[config.mk]
export PLATFORM = sky130hd
export DESIGN_NAME = anchored_viewport_aspect_fit_core
export DESIGN_NICKNAME = d
export VERILOG_FILES = /design/src/hw/rtl/avaf_pkg.sv /design/src/hw/rtl/anchored_viewport_aspect_fit_core.sv /design/src/hw/rtl/avaf_cfg_regs.sv /design/src/hw/rtl/avaf_viewport.sv /design/src/hw/rtl/avaf_div_stage.sv
export SDC_FILE = /design/constraint.sdc
export NUM_CORES = 2
export LEC_CHECK = 0
export ABC_AREA = 1
export BUFFER_PORTS_ARGS = -buffer_cell sky130_fd_sc_hd__buf_2
export CAP_MARGIN = 30
export CORE_AREA = 3 3 479 362
export CTS_BUF_LIST = sky130_fd_sc_hd__clkbuf_16
export CTS_CLUSTER_DIAMETER = 100
export DETAILED_ROUTE_END_ITERATION = 10
export DIE_AREA = 0 0 482 365
export GPL_ROUTABILITY_DRIVEN = 0
export MAX_ROUTING_LAYER = met4
export PLACE_DENSITY = 0.71
export RECOVER_POWER = 25
export SLEW_MARGIN = 0
export SYNTH_ARGS = -nofsm -noshare
export SYNTH_HDL_FRONTEND = slang
export SYNTH_SLANG_ARGS = --single-unit
[constraint.sdc]
create_clock -name clk -period 21.8 [get_ports clk]
set_input_delay 1.09 -clock clk [delete_from_list [all_inputs] [get_ports clk]]
set_output_delay 1.09 -clock clk [all_outputs]
set_load 0.02 [all_outputs]
[src/hw/rtl/avaf_pkg.sv]
// Shared types, widths and helper functions for the anchored viewport
// aspect-fit block. Used by every module under hw/rtl; depends on nothing.
package avaf_pkg;

  localparam int COORD_BITS = 16;
  localparam int POS_W      = COORD_BITS + 1;
  localparam int SPAN_W     = 15;
  localparam int SRC_W      = 16;
  localparam int ANCHOR_W   = 4;
  localparam int CFG_IDX_W  = 3;
  localparam int CFG_DATA_W = (COORD_BITS > SPAN_W) ? COORD_BITS : SPAN_W;

  // Cross products, rounded dividend and restoring divider widths.
  localparam int PROD_W     = SPAN_W + SRC_W;
  localparam int REM_W      = PROD_W + 2;
  localparam int QUO_W      = SPAN_W + 1;
  localparam int DIV_BITS   = 2;
  localparam int DIV_STAGES = QUO_W / DIV_BITS;

  // Configuration register indexes.
  localparam logic [CFG_IDX_W-1:0] CFG_MONITOR_LEFT    = CFG_IDX_W'(0);
  localparam logic [CFG_IDX_W-1:0] CFG_MONITOR_TOP     = CFG_IDX_W'(1);
  localparam logic [CFG_IDX_W-1:0] CFG_MONITOR_SPAN_X  = CFG_IDX_W'(2);
  localparam logic [CFG_IDX_W-1:0] CFG_MONITOR_SPAN_Y  = CFG_IDX_W'(3);
  localparam logic [CFG_IDX_W-1:0] CFG_VIEWPORT_ON     = CFG_IDX_W'(4);
  localparam logic [CFG_IDX_W-1:0] CFG_VIEWPORT_SPAN_X = CFG_IDX_W'(5);
  localparam logic [CFG_IDX_W-1:0] CFG_VIEWPORT_SPAN_Y = CFG_IDX_W'(6);
  localparam logic [CFG_IDX_W-1:0] CFG_ANCHOR_POSITION = CFG_IDX_W'(7);

  // Alignment codes of one anchor axis.
  localparam logic [1:0] ALIGN_NEAR   = 2'd0;
  localparam logic [1:0] ALIGN_CENTER = 2'd1;
  localparam logic [1:0] ALIGN_FAR    = 2'd2;
  localparam logic [1:0] ALIGN_NONE   = 2'd3;

  typedef struct packed {
    logic [COORD_BITS-1:0] monitor_left;
    logic [COORD_BITS-1:0] monitor_top;
    logic [SPAN_W-1:0]     monitor_span_x;
    logic [SPAN_W-1:0]     monitor_span_y;
    logic                  viewport_on;
    logic [SPAN_W-1:0]     viewport_span_x;
    logic [SPAN_W-1:0]     viewport_span_y;
    logic [ANCHOR_W-1:0]   anchor_position;
  } avaf_cfg_t;

  typedef struct packed {
    logic [POS_W-1:0]  org_x;
    logic [POS_W-1:0]  org_y;
    logic [SPAN_W-1:0] span_x;
    logic [SPAN_W-1:0] span_y;
  } avaf_rect_t;

  // Per-word context carried alongside the arithmetic.
  typedef struct packed {
    avaf_rect_t rect;
    logic       src_zero;
    logic       fit_width;
  } avaf_ctx_t;

  typedef struct packed {
    logic [REM_W-1:0] rem;
    logic [REM_W-1:0] dvs;
    logic [QUO_W-1:0] quo;
    avaf_ctx_t        ctx;
  } avaf_div_t;

  // Column of the 3x3 anchor: anchor mod 3.
  function automatic logic [1:0] anchor_column(input logic [ANCHOR_W-1:0] a);
    logic [1:0] c;
    case (a)
      4'd0, 4'd3, 4'd6, 4'd9, 4'd12, 4'd15: c = ALIGN_NEAR;
      4'd1, 4'd4, 4'd7, 4'd10, 4'd13:       c = ALIGN_CENTER;
      default:                              c = ALIGN_FAR;
    endcase
    return c;
  endfunction

  // Row of the 3x3 anchor; rows past the bottom get no offset.
  function automatic logic [1:0] anchor_row(input logic [ANCHOR_W-1:0] a);
    logic [1:0] r;
    case (a)
      4'd0, 4'd1, 4'd2: r = ALIGN_NEAR;
      4'd3, 4'd4, 4'd5: r = ALIGN_CENTER;
      4'd6, 4'd7, 4'd8: r = ALIGN_FAR;
      default:          r = ALIGN_NONE;
    endcase
    return r;
  endfunction

  // A zero span counts as one when fitting.
  function automatic logic [SPAN_W-1:0] fit_span(input logic [SPAN_W-1:0] s);
    return (s == '0) ? SPAN_W'(1) : s;
  endfunction

endpackage

[src/hw/rtl/anchored_viewport_aspect_fit_core.sv]
// Top level of the anchored viewport aspect-fit block: configuration registers,
// viewport, cross products, pipelined divider and centering. Uses avaf_pkg.
//
// Usage. Program the monitor rectangle, the viewport and the anchor through
// the write port (config_write, config_index, config_data) while no word is in
// flight. Each word on the source channel carries a source frame size; the
// block returns one destination rectangle word on the dest channel for it.
// A word is taken at a rising edge where its valid is high and its stall low.
//
// From acceptance of a source word to dest_valid, the word passes one stage for
// viewport placement, one for the two 16x15 cross products, one to
// select and form the rounded dividend, eight divider stages of two quotient
// bits each, and the centering stage that is also the output register.
// Throughput is one word per cycle unless dest_stall holds; every stage has
// its own valid bit and takes a new word whenever it is empty or its word moves on.
//
// Reset (rst, synchronous) empties the pipeline and loads the register
// defaults: a 1920x1080 monitor at the origin, viewport off, anchor centered.
// When the receiver stalls, the result word holds on the dest ports, the
// stages behind it fill up, and source_stall rises once the pipeline is full.
module anchored_viewport_aspect_fit_core (
  input  logic                                clk,
  input  logic                                rst,
  input  logic                                config_write,
  input  logic [avaf_pkg::CFG_IDX_W-1:0]      config_index,
  input  logic [avaf_pkg::CFG_DATA_W-1:0]     config_data,
  input  logic                                source_valid,
  output logic                                source_stall,
  input  logic [avaf_pkg::SRC_W-1:0]          source_span_x,
  input  logic [avaf_pkg::SRC_W-1:0]          source_span_y,
  output logic                                dest_valid,
  input  logic                                dest_stall,
  output logic signed [avaf_pkg::POS_W-1:0]   dest_left,
  output logic signed [avaf_pkg::POS_W-1:0]   dest_top,
  output logic [avaf_pkg::SPAN_W-1:0]         dest_span_x,
  output logic [avaf_pkg::SPAN_W-1:0]         dest_span_y
);
  import avaf_pkg::*;

  avaf_cfg_t  cfg;
  avaf_rect_t vp_rect;

  avaf_cfg_regs u_cfg (
    .clk          (clk),
    .rst          (rst),
    .config_write (config_write),
    .config_index (config_index),
    .config_data  (config_data),
    .cfg          (cfg)
  );

  // The user must change configuration only while the pipeline is empty; the
  // block does not enforce it. The combinational viewport is sampled on entry.
  avaf_viewport u_viewport (
    .cfg  (cfg),
    .rect (vp_rect)
  );

  // Stage 1: viewport and source size.
  logic             vp_valid;
  logic             vp_ready;
  avaf_ctx_t        vp_ctx;
  logic [SRC_W-1:0] vp_sw;
  logic [SRC_W-1:0] vp_sh;

  // Stage 2: cross products.
  logic              mul_valid;
  logic              mul_ready;
  avaf_ctx_t         mul_ctx;
  logic [SRC_W-1:0]  mul_sw;
  logic [SRC_W-1:0]  mul_sh;
  logic [PROD_W-1:0] mul_wh;
  logic [PROD_W-1:0] mul_hw;

  // Stage 3 and the divider chain; element 0 carries the stage 3 register.
  logic              prep_ready;
  logic              prep_fit;
  logic [PROD_W-1:0] prep_num;
  logic [SRC_W-1:0]  prep_den;
  avaf_div_t         prep_word;
  logic              div_in_valid;
  avaf_div_t         div_in_word;
  logic              div_valid [0:DIV_STAGES];
  avaf_div_t         div_word  [0:DIV_STAGES];
  logic              div_take  [0:DIV_STAGES];

  // Final stage.
  logic              fin_ready;
  avaf_div_t         fin_word;
  logic [SPAN_W-1:0] fin_fw;
  logic [SPAN_W-1:0] fin_fh;
  logic [SPAN_W-1:0] fin_q;
  logic [SPAN_W-1:0] fin_ow;
  logic [SPAN_W-1:0] fin_oh;
  logic [POS_W-1:0]  fin_left;
  logic [POS_W-1:0]  fin_top;
  logic              dest_src_zero;

  assign vp_ready     = !vp_valid || mul_ready;
  assign source_stall = !vp_ready;

  always_ff @(posedge clk) begin
    if (rst) begin
      vp_valid <= 1'b0;
    end else if (vp_ready) begin
      vp_valid <= source_valid;
    end
  end

  always_ff @(posedge clk) begin
    if (vp_ready && source_valid) begin
      vp_ctx.rect      <= vp_rect;
      vp_ctx.src_zero  <= (source_span_x == '0) || (source_span_y == '0);
      vp_ctx.fit_width <= 1'b0;
      vp_sw            <= source_span_x;
      vp_sh            <= source_span_y;
    end
  end

  // Stage 2: Vw*Sh and Vh*Sw with zero viewport spans counted as one.
  assign mul_ready = !mul_valid || prep_ready;

  always_ff @(posedge clk) begin
    if (rst) begin
      mul_valid <= 1'b0;
    end else if (mul_ready) begin
      mul_valid <= vp_valid;
    end
  end

  always_ff @(posedge clk) begin
    if (mul_ready && vp_valid) begin
      mul_ctx <= vp_ctx;
      mul_sw  <= vp_sw;
      mul_sh  <= vp_sh;
      mul_wh  <= PROD_W'(fit_span(vp_ctx.rect.span_x)) * PROD_W'(vp_sh);
      mul_hw  <= PROD_W'(fit_span(vp_ctx.rect.span_y)) * PROD_W'(vp_sw);
    end
  end

  // Stage 3: pick the limiting axis and form round(num/den) as
  // (2*num + den) / (2*den). The divisor starts shifted to the top
  // quotient bit.
  assign prep_fit = (mul_wh <= mul_hw);
  assign prep_num = prep_fit ? mul_wh : mul_hw;
  assign prep_den = prep_fit ? mul_sw : mul_sh;

  always_comb begin
    prep_word.rem           = (REM_W'(prep_num) << 1) + REM_W'(prep_den);
    prep_word.dvs           = REM_W'({prep_den, 1'b0}) << (QUO_W - 1);
    prep_word.quo           = '0;
    prep_word.ctx           = mul_ctx;
    prep_word.ctx.fit_width = prep_fit;
  end

  assign prep_ready = !div_in_valid || div_take[0];

  always_ff @(posedge clk) begin
    if (rst) begin
      div_in_valid <= 1'b0;
    end else if (prep_ready) begin
      div_in_valid <= mul_valid;
    end
  end

  always_ff @(posedge clk) begin
    if (prep_ready && mul_valid) begin
      div_in_word <= prep_word;
    end
  end

  assign div_valid[0] = div_in_valid;
  assign div_word[0]  = div_in_word;

  for (genvar k = 0; k < DIV_STAGES; k++) begin : g_div
    avaf_div_stage u_stage (
      .clk        (clk),
      .rst        (rst),
      .up_valid   (div_valid[k]),
      .up_word    (div_word[k]),
      .up_ready   (div_take[k]),
      .down_valid (div_valid[k+1]),
      .down_word  (div_word[k+1]),
      .down_ready (div_take[k+1])
    );
  end

  // Final stage: clamp the quotient to at least one, take the other side
  // from the fit rectangle and center with floor halving of the slack.
  assign fin_ready            = !dest_valid || !dest_stall;
  assign div_take[DIV_STAGES] = fin_ready;
  assign fin_word             = div_word[DIV_STAGES];

  assign fin_fw = fit_span(fin_word.ctx.rect.span_x);
  assign fin_fh = fit_span(fin_word.ctx.rect.span_y);
  assign fin_q  = fit_span(fin_word.quo[SPAN_W-1:0]);

  assign fin_ow = fin_word.ctx.fit_width ? fin_fw : fin_q;
  assign fin_oh = fin_word.ctx.fit_width ? fin_q  : fin_fh;

  always_comb begin
    if (fin_word.ctx.src_zero) begin
      fin_left = fin_word.ctx.rect.org_x;
      fin_top  = fin_word.ctx.rect.org_y;
    end else begin
      fin_left = fin_word.ctx.rect.org_x + POS_W'((fin_fw - fin_ow) >> 1);
      fin_top  = fin_word.ctx.rect.org_y + POS_W'((fin_fh - fin_oh) >> 1);
    end
  end

  always_ff @(posedge clk) begin
    if (rst) begin
      dest_valid <= 1'b0;
    end else if (fin_ready) begin
      dest_valid <= div_valid[DIV_STAGES];
    end
  end

  always_ff @(posedge clk) begin
    if (fin_ready && div_valid[DIV_STAGES]) begin
      dest_left     <= fin_left;
      dest_top      <= fin_top;
      dest_span_x   <= fin_word.ctx.src_zero ? fin_word.ctx.rect.span_x : fin_ow;
      dest_span_y   <= fin_word.ctx.src_zero ? fin_word.ctx.rect.span_y : fin_oh;
      dest_src_zero <= fin_word.ctx.src_zero;
    end
  end

  // An accepted source word always lands in the first stage.
  a_accept_lands: assert property (@(posedge clk) disable iff (rst)
    source_valid && !source_stall |=> vp_valid)
    else $error("accepted source word did not enter the pipeline");

  // The rounded quotient never exceeds the fit span of the axis that it sizes.
  a_quotient_bound: assert property (@(posedge clk) disable iff (rst)
    div_valid[DIV_STAGES] && !fin_word.ctx.src_zero |->
      fin_word.quo <= QUO_W'(fin_word.ctx.fit_width ? fin_fh : fin_fw))
    else $error("divider quotient exceeds the fit span");

  // A fitted rectangle is never empty.
  a_fit_nonempty: assert property (@(posedge clk) disable iff (rst)
    dest_valid && !dest_src_zero |-> dest_span_x != '0 && dest_span_y != '0)
    else $error("fitted rectangle has a zero span");

endmodule

[src/hw/rtl/avaf_cfg_regs.sv]
// Configuration register file of the aspect-fit block with a plain write port.
// Depends on avaf_pkg.
module avaf_cfg_regs (
  input  logic                            clk,
  input  logic                            rst,
  input  logic                            config_write,
  input  logic [avaf_pkg::CFG_IDX_W-1:0]  config_index,
  input  logic [avaf_pkg::CFG_DATA_W-1:0] config_data,
  output avaf_pkg::avaf_cfg_t             cfg
);
  import avaf_pkg::*;

  always_ff @(posedge clk) begin
    if (rst) begin
      cfg.monitor_left    <= '0;
      cfg.monitor_top     <= '0;
      cfg.monitor_span_x  <= SPAN_W'(1920);
      cfg.monitor_span_y  <= SPAN_W'(1080);
      cfg.viewport_on     <= 1'b0;
      cfg.viewport_span_x <= '0;
      cfg.viewport_span_y <= '0;
      cfg.anchor_position <= ANCHOR_W'(4);
    end else if (config_write) begin
      case (config_index)
        CFG_MONITOR_LEFT:    cfg.monitor_left    <= config_data[COORD_BITS-1:0];
        CFG_MONITOR_TOP:     cfg.monitor_top     <= config_data[COORD_BITS-1:0];
        CFG_MONITOR_SPAN_X:  cfg.monitor_span_x  <= config_data[SPAN_W-1:0];
        CFG_MONITOR_SPAN_Y:  cfg.monitor_span_y  <= config_data[SPAN_W-1:0];
        CFG_VIEWPORT_ON:     cfg.viewport_on     <= config_data[0];
        CFG_VIEWPORT_SPAN_X: cfg.viewport_span_x <= config_data[SPAN_W-1:0];
        CFG_VIEWPORT_SPAN_Y: cfg.viewport_span_y <= config_data[SPAN_W-1:0];
        CFG_ANCHOR_POSITION: cfg.anchor_position <= config_data[ANCHOR_W-1:0];
        default: ;
      endcase
    end
  end

endmodule

[src/hw/rtl/avaf_viewport.sv]
// Viewport selection: clamps the requested viewport to the monitor and places
// it by the 3x3 anchor. Combinational; depends on avaf_pkg.
module avaf_viewport (
  input  avaf_pkg::avaf_cfg_t  cfg,
  output avaf_pkg::avaf_rect_t rect
);
  import avaf_pkg::*;

  logic              use_vp;
  logic [SPAN_W-1:0] w;
  logic [SPAN_W-1:0] h;
  logic [SPAN_W-1:0] slack_x;
  logic [SPAN_W-1:0] slack_y;
  logic [SPAN_W-1:0] off_x;
  logic [SPAN_W-1:0] off_y;
  logic [POS_W-1:0]  base_x;
  logic [POS_W-1:0]  base_y;

  assign use_vp = cfg.viewport_on && (cfg.viewport_span_x != '0) &&
                  (cfg.viewport_span_y != '0);

  assign w = (cfg.viewport_span_x < cfg.monitor_span_x) ? cfg.viewport_span_x
                                                        : cfg.monitor_span_x;
  assign h = (cfg.viewport_span_y < cfg.monitor_span_y) ? cfg.viewport_span_y
                                                        : cfg.monitor_span_y;
  assign slack_x = cfg.monitor_span_x - w;
  assign slack_y = cfg.monitor_span_y - h;

  always_comb begin
    case (anchor_column(cfg.anchor_position))
      ALIGN_CENTER: off_x = slack_x >> 1;
      ALIGN_FAR:    off_x = slack_x;
      default:      off_x = '0;
    endcase
    case (anchor_row(cfg.anchor_position))
      ALIGN_CENTER: off_y = slack_y >> 1;
      ALIGN_FAR:    off_y = slack_y;
      default:      off_y = '0;
    endcase
  end

  assign base_x = {{(POS_W-COORD_BITS){cfg.monitor_left[COORD_BITS-1]}}, cfg.monitor_left};
  assign base_y = {{(POS_W-COORD_BITS){cfg.monitor_top[COORD_BITS-1]}}, cfg.monitor_top};

  assign rect.org_x  = use_vp ? base_x + POS_W'(off_x) : base_x;
  assign rect.org_y  = use_vp ? base_y + POS_W'(off_y) : base_y;
  assign rect.span_x = use_vp ? w : cfg.monitor_span_x;
  assign rect.span_y = use_vp ? h : cfg.monitor_span_y;

endmodule

[src/hw/rtl/avaf_div_stage.sv]
// One registered stage of the restoring divider: retires DIV_BITS quotient
// bits per word and holds its word while the next stage is full. Uses avaf_pkg.
module avaf_div_stage (
  input  logic                clk,
  input  logic                rst,
  input  logic                up_valid,
  input  avaf_pkg::avaf_div_t up_word,
  output logic                up_ready,
  output logic                down_valid,
  output avaf_pkg::avaf_div_t down_word,
  input  logic                down_ready
);
  import avaf_pkg::*;

  logic [REM_W-1:0] rem;
  logic [REM_W-1:0] dvs;
  logic [QUO_W-1:0] quo;
  avaf_div_t        step;

  // The shifted divisor walks down one bit per quotient bit.
  always_comb begin
    rem = up_word.rem;
    dvs = up_word.dvs;
    quo = up_word.quo;
    for (int j = 0; j < DIV_BITS; j++) begin
      if (rem >= dvs) begin
        rem = rem - dvs;
        quo = {quo[QUO_W-2:0], 1'b1};
      end else begin
        quo = {quo[QUO_W-2:0], 1'b0};
      end
      dvs = dvs >> 1;
    end
    step.rem = rem;
    step.dvs = dvs;
    step.quo = quo;
    step.ctx = up_word.ctx;
  end

  assign up_ready = !down_valid || down_ready;

  always_ff @(posedge clk) begin
    if (rst) begin
      down_valid <= 1'b0;
    end else if (up_ready) begin
      down_valid <= up_valid;
    end
  end

  always_ff @(posedge clk) begin
    if (up_ready && up_valid) begin
      down_word <= step;
    end
  end

endmodule
Yosys cells after proc, flatten, opt, wreduce, memory -nomap -nowiden
Memories as Yosys holds them, arrays and structs flattened. A register that Yosys moved wholly into a read port is not among the register bits.
Index checks and enable logic that the tools add are counted.
Operators by class
  add/sub/neg operators: 24
  multiply operators: 2
  div/mod/pow operators: 0
  $lt $le $gt $ge: 19
  equality and inequality tests: 11
  shifts and indexed selects: 0
  multiplexer cells: 55
  bitwise logic cells: 0
  reduce and logical (&&, ||, !) cells: 59
Operators by type and width (number)
  $mux W33: 15
  $mux W15: 13
  $logic_not A15 Y1: 5
  $mux W17: 4
  $mul A15 B16 Y31: 2
  $pmux W15 S2: 2
  $add A16 B16 Y17: 2
  $add A17 B16 Y17: 2
  $add A32 B16 Y33: 1
  $ge A33 B17 Y1: 1
  $ge A33 B18 Y1: 1
  $ge A33 B19 Y1: 1
  $ge A33 B20 Y1: 1
  $ge A33 B21 Y1: 1
  $ge A33 B22 Y1: 1
  $ge A33 B23 Y1: 1
  $ge A33 B24 Y1: 1
  $ge A33 B25 Y1: 1
  $ge A33 B26 Y1: 1
  $ge A33 B27 Y1: 1
  $ge A33 B28 Y1: 1
  $ge A33 B29 Y1: 1
  $ge A33 B30 Y1: 1
  $ge A33 B31 Y1: 1
  36 further kinds: 109
Storage, ports and cells
  bits in registers: 1479
  latch bits: 0
  memory bits (writable): 0
  bits in read-only memories: 64
  bits of input ports: 56
  output and inout bits: 66
  logic and storage cells: 290
  memories kept: 2
Memories
  (name not given): words 16, width 2, read ports 1, clocked after memory_dff 1, wr ports 0, line avaf_pkg.sv:71  | case (a)
  (name not given): words 16, width 2, read ports 1, clocked after memory_dff 1, wr ports 0, line avaf_pkg.sv:82  | case (a)

Longest topological paths before layout
  word-level depth: 14
  depth in mapped cells: 38
  depth with buffers taken out: 36

By module
A second synthesis with hierarchy kept.
Second synthesis, totals
  cell total of the unflattened synthesis: 16296
  area, all modules: 128343.1 µm²
Modules (own cells, without submodules)
  avaf_div_stage: times used 8, cells each 1363, area an instance 10339.9 µm², seq. area each 4404.2 µm²
  anchored_viewport_aspect_fit_core: times used 1, cells each 3851, area an instance 36378.6 µm², seq. area each 13112.6 µm²
  avaf_viewport: times used 1, cells each 991, area an instance 5400.2 µm², seq. area each 0.0 µm²
  avaf_cfg_regs: times used 1, cells each 550, area an instance 3844.9 µm², seq. area each 1941.9 µm²

Worst setup path after synthesis
Ideal clock, no wire load.
  kind: in2reg
  start: input port dest_stall
  end: register mul_ctx[10] in the netlist's numbering (enable)
  library setup time: 0.681 ns
  data arrival time: 8.634 ns
  data required time: 21.119 ns
  path slack: 12.484 ns
  cell stages on the path: 17
  path buffers: 0
  path through: nand2_1 nor2_1 inv_1 nor2_1 inv_1 nor2_1 inv_1 nor2_1 inv_1 nor2_1 inv_1 nor2_1 nand2_1 nor2_1 nand2_1 nor2_1 nor2_1
On the way
  longest elaborated chain between the ends: 13
Ends and longest elaborated chain
  from (decl): line anchored_viewport_aspect_fit_core.sv:32  | input logic dest_stall,
  $logic_not A1 Y1: line anchored_viewport_aspect_fit_core.sv:190  | assign fin_ready = !dest_valid || !dest_stall;
  $logic_or A1 B1 Y1: line anchored_viewport_aspect_fit_core.sv:190
  $logic_or A1 B1 Y1 (8 in series): line avaf_div_stage.sv:40  | assign up_ready = !down_valid || down_ready;
  $logic_or A1 B1 Y1: line anchored_viewport_aspect_fit_core.sv:156  | assign prep_ready = !div_in_valid || div_take[0];
  $logic_or A1 B1 Y1: line anchored_viewport_aspect_fit_core.sv:121  | assign mul_ready = !mul_valid || prep_ready;
  $logic_and A1 B1 Y1: line anchored_viewport_aspect_fit_core.sv:132  | if (mul_ready && vp_valid) begin
  to (signal assigned): line anchored_viewport_aspect_fit_core.sv:133  | mul_ctx <= vp_ctx;
  to (decl): line anchored_viewport_aspect_fit_core.sv:69  | avaf_ctx_t mul_ctx;
Every way passes these cells.
A chain may end at the register's enable or synchronous reset.

Worst setup path in the final report
  start: register vp_ctx[11] in the netlist's numbering
  end: register mul_hw[23] (data pin)
On the way
  longest elaborated chain between the ends: 3
Ends and longest elaborated chain
  from (decl): line anchored_viewport_aspect_fit_core.sv:62  | avaf_ctx_t vp_ctx;
  $logic_not A15 Y1: line avaf_pkg.sv:93  | return (s == '0) ? SPAN_W'(1) : s;
  $mux W15 *: line avaf_pkg.sv:93
  $mul A15 B16 Y31 *: line anchored_viewport_aspect_fit_core.sv:137  | mul_hw <= PROD_W'(fit_span(vp_ctx.rect.span_y)) * PROD_W'(vp_sw);
  to (signal assigned): line anchored_viewport_aspect_fit_core.sv:137
  to (decl): line anchored_viewport_aspect_fit_core.sv:73  | logic [PROD_W-1:0] mul_hw;
Mark *: on every way between the ends. The rest lies on a longest branch, timed or not.

==> summary.txt <==
status - complete, no violations
Worst VDD drop - 0.269 mV
worst path arrival time - 7.59 ns
routed length per instance - 18.6 µm
Worst Clk Skew - 0.0495 ns
Setup violations, final - 0
Initial Utilization - 0.547
min-delay src - g_div[3].u_stage.down_word[12]
share of cells above drive strength 1 - 0.0528
CP Launch Point - vp_ctx[11]
Slew Viols, Final - 0
Synth cell types - 71
CP max FO - 18
fin nets - 11000
Fmax - 0.141 GHz
DP Worst Slack - 14.79 ns
Multi-input gate area - 42700 µm²
vias in the first global route - 65800
first-pass GRT wire length - 361000 µm
PwrDens - 103 nW/µm²
Syn Std Cell Area - 92700 µm²
GRT Overall Usage - 0.268
CTS H-Tree Depth - 4
Ports - 122
mux cell area share after synthesis - 0.00447
hold_buf cts - 0
Post-DRT Antenna Nets - 0
Worst setup SP type - register
max-cap viol count - 0
Final HPWL DP - 177000 µm
num rows - 131
Syn Nets - 11000
leak pwr - 44.5 nW
fin crit period - 7.09 ns
fin worst setup slack - 14.71 ns
Slew @ Worst Pin - 0.988 ns
final worst path period share - 0.325
post-CTS setup buffer count - 0
clock-pin slew on the worst setup and hold paths - 0.06 ns
CTS sink count - 1475
CP dominant cell by count - inv_1
port bufs - 121
DR vias/cell - 5.58
Seq/Total Area, Yosys - 0.465
worst skew pair latency - 0.79 ns
Hold/Removal Path Class - reg -> reg
die width - 482 µm
Yosys top cell area share - 0.441
die span in y - 365 µm
r2r startpoint - vp_ctx[11]
Final Hold Fails - 0
final setup TNS - 0 ns
die area - 176000 µm²
asr flop ratio synth - 0
Pre-antenna DRT Iters - 7
grt total ovfl - 0
Synth Area per Inst - 9.40 µm²
Synth Area in Adders - 0.170
Synth Register Bits - 1475
count leader, synth - nand2_1
Root Buffer - clkbuf_16
top post-synthesis cells by area - edfxtp_1, nand2_1, ha_1
Post-synth top cells - nand2_1, inv_1, edfxtp_1, nor2_1, ha_1
post-synthesis simple-gate area fraction - 0.169
Slew HR - 0.339
final WL - 229000 µm
number of buffers and inverters on the critical path - 7
CTS resizes - 0
cells after synthesis - 9869
CTS tree - yes
largest net degree at the start of global routing - 95
register area - 43200 µm²
main combinational cell family by area after synthesis - adder cells
TritonCTS buffer count - 142
CP Class - reg -> reg
EDFF count, synth - 1362
core area - 169000 µm²
CTS max path bufs - 3
fillers - 14000
Warnings, synthesis - 0
family with the most delay on the worst path - adder cells
DRC Markers - 0
leading area contributor after synthesis - edfxtp_1
xor and xnor fraction of the mapped netlist area - 0.0348
commonest register cell after synthesis - edfxtp_1
RSZ-0062 raised after global routing - false
slowest CP cell - edfxtp_1
initial antenna violation count - 8
Worst Setup End Kind - register
Compound-Gate Fraction of Synth Area - 0.0815
DR vias - 68700
WP data required - 22.30 ns
P&R area growth vs syn - 8.04%
crit-path max cell delay - 0.83 ns
DRT iter0 DRCs - 7511
hold slack final - 0.398 ns
-- power breakdown --
group | leakage (nW) | internal (mW) | total (mW) | switching (mW)
combinational | 28.9 | 1.65 | 4.33 | 2.68
sequential | 13.3 | 3.41 | 3.55 | 0.135
clock | 2.30 | 1.31 | 2.41 | 1.10
total | 44.5 | 6.38 | 10.3 | 3.91
-- through the flow --
step	power, mW	utilization	cells	instance area [µm²]
floorplan	6.81	-	9869	92700
global placement	7.78	0.563	12000	95400
detailed placement	7.86	0.564	12100	95600
CTS	10.3	0.591	12300	100000
global route	11.1	0.591	12300	100000
finish	10.3	0.591	12300	100000
-- cells in the final DEF (no fill, tap or decap), types with 27 or more instances in the layout --
| cell | n |
|---|---|
| a21oi_1 | 591 |
| o21ai_0 | 583 |
| ha_1 | 643 |
| buf_2 | 101 |
| nand4_1 | 108 |
| nor4_1 | 52 |
| nand2_1 | 2268 |
| nor2_1 | 698 |
| a21o_1 | 32 |
| o21bai_1 | 43 |
| xnor2_1 | 150 |
| nor3_1 | 80 |
| fa_1 | 384 |
| buf_4 | 36 |
| inv_1 | 1577 |
| xor2_1 | 218 |
| nand3_1 | 368 |
| nand3b_1 | 27 |
| dfxtp_1 | 113 |
| edfxtp_1 | 1362 |
| clkbuf_16 | 143 |
-- state kept, by name (all words and copies together) (netlist names), 16 cells and up, named ones only --
register and cells:
dest_left 17, dest_top 17, div_in_word 114, g_div.u_stage.down_word 928
mul_ctx 65, mul_hw 31, mul_sh 16, mul_sw 16
mul_wh 31, u_cfg.cfg 97, vp_ctx 65, vp_sh 16
vp_sw 16
-- worst paths after layout --
check	end	slack, ns	cells past startpoint
worst min register to register	g_div[4].u_stage.down_word[12]	0.40	0
worst min-delay path	g_div[4].u_stage.down_word[12]	0.40	0
worst max register to register	mul_hw[23]	14.71	27
worst max-delay path	mul_hw[23]	14.71	27
-- metal layers --
layer | part of all wire | up-vias | track usage | wire, µm
met5 | 0 | - | - | 0
met4 | 0.041 | 0 | 0.103 | 9370
met3 | 0.093 | 469 | 0.0433 | 21200
met2 | 0.43 | 3162 | 0.393 | 98800
met1 | 0.43 | 32400 | 0.376 | 99200
li1 | - | 32700 | - | -
-- cell type report --
class / instances / area share
sequential: 1475 / 0.431
multi-input combinational: 6576 / 0.426
clock inverter: 112 / 0.00993
antenna: 3 / 0.0000749
tap: 2261 / 0.0282
clock buffer: 143 / 0.0357
timing repair buffer: 168 / 0.0103
inverter: 1573 / 0.0591
-- cells by family after synthesis --
family          Yosys count
xor+xnor                368
flops                  1475
compound gates         1399
simple gates           3743
mux                      39
fa+ha+maj              1027
buf+inv                1818
-- worst register-to-register path, delay by kind of cell, from the launching register on --
family	cells	cell delay, ns
fa+ha+maj	7	3.38
simple gates	7	0.73
compound gates	5	1.00
buf+inv	7	0.73
flops	1	0.83
xor+xnor	1	0.16
No activity file was read; power rests on OpenSTA's default activity.
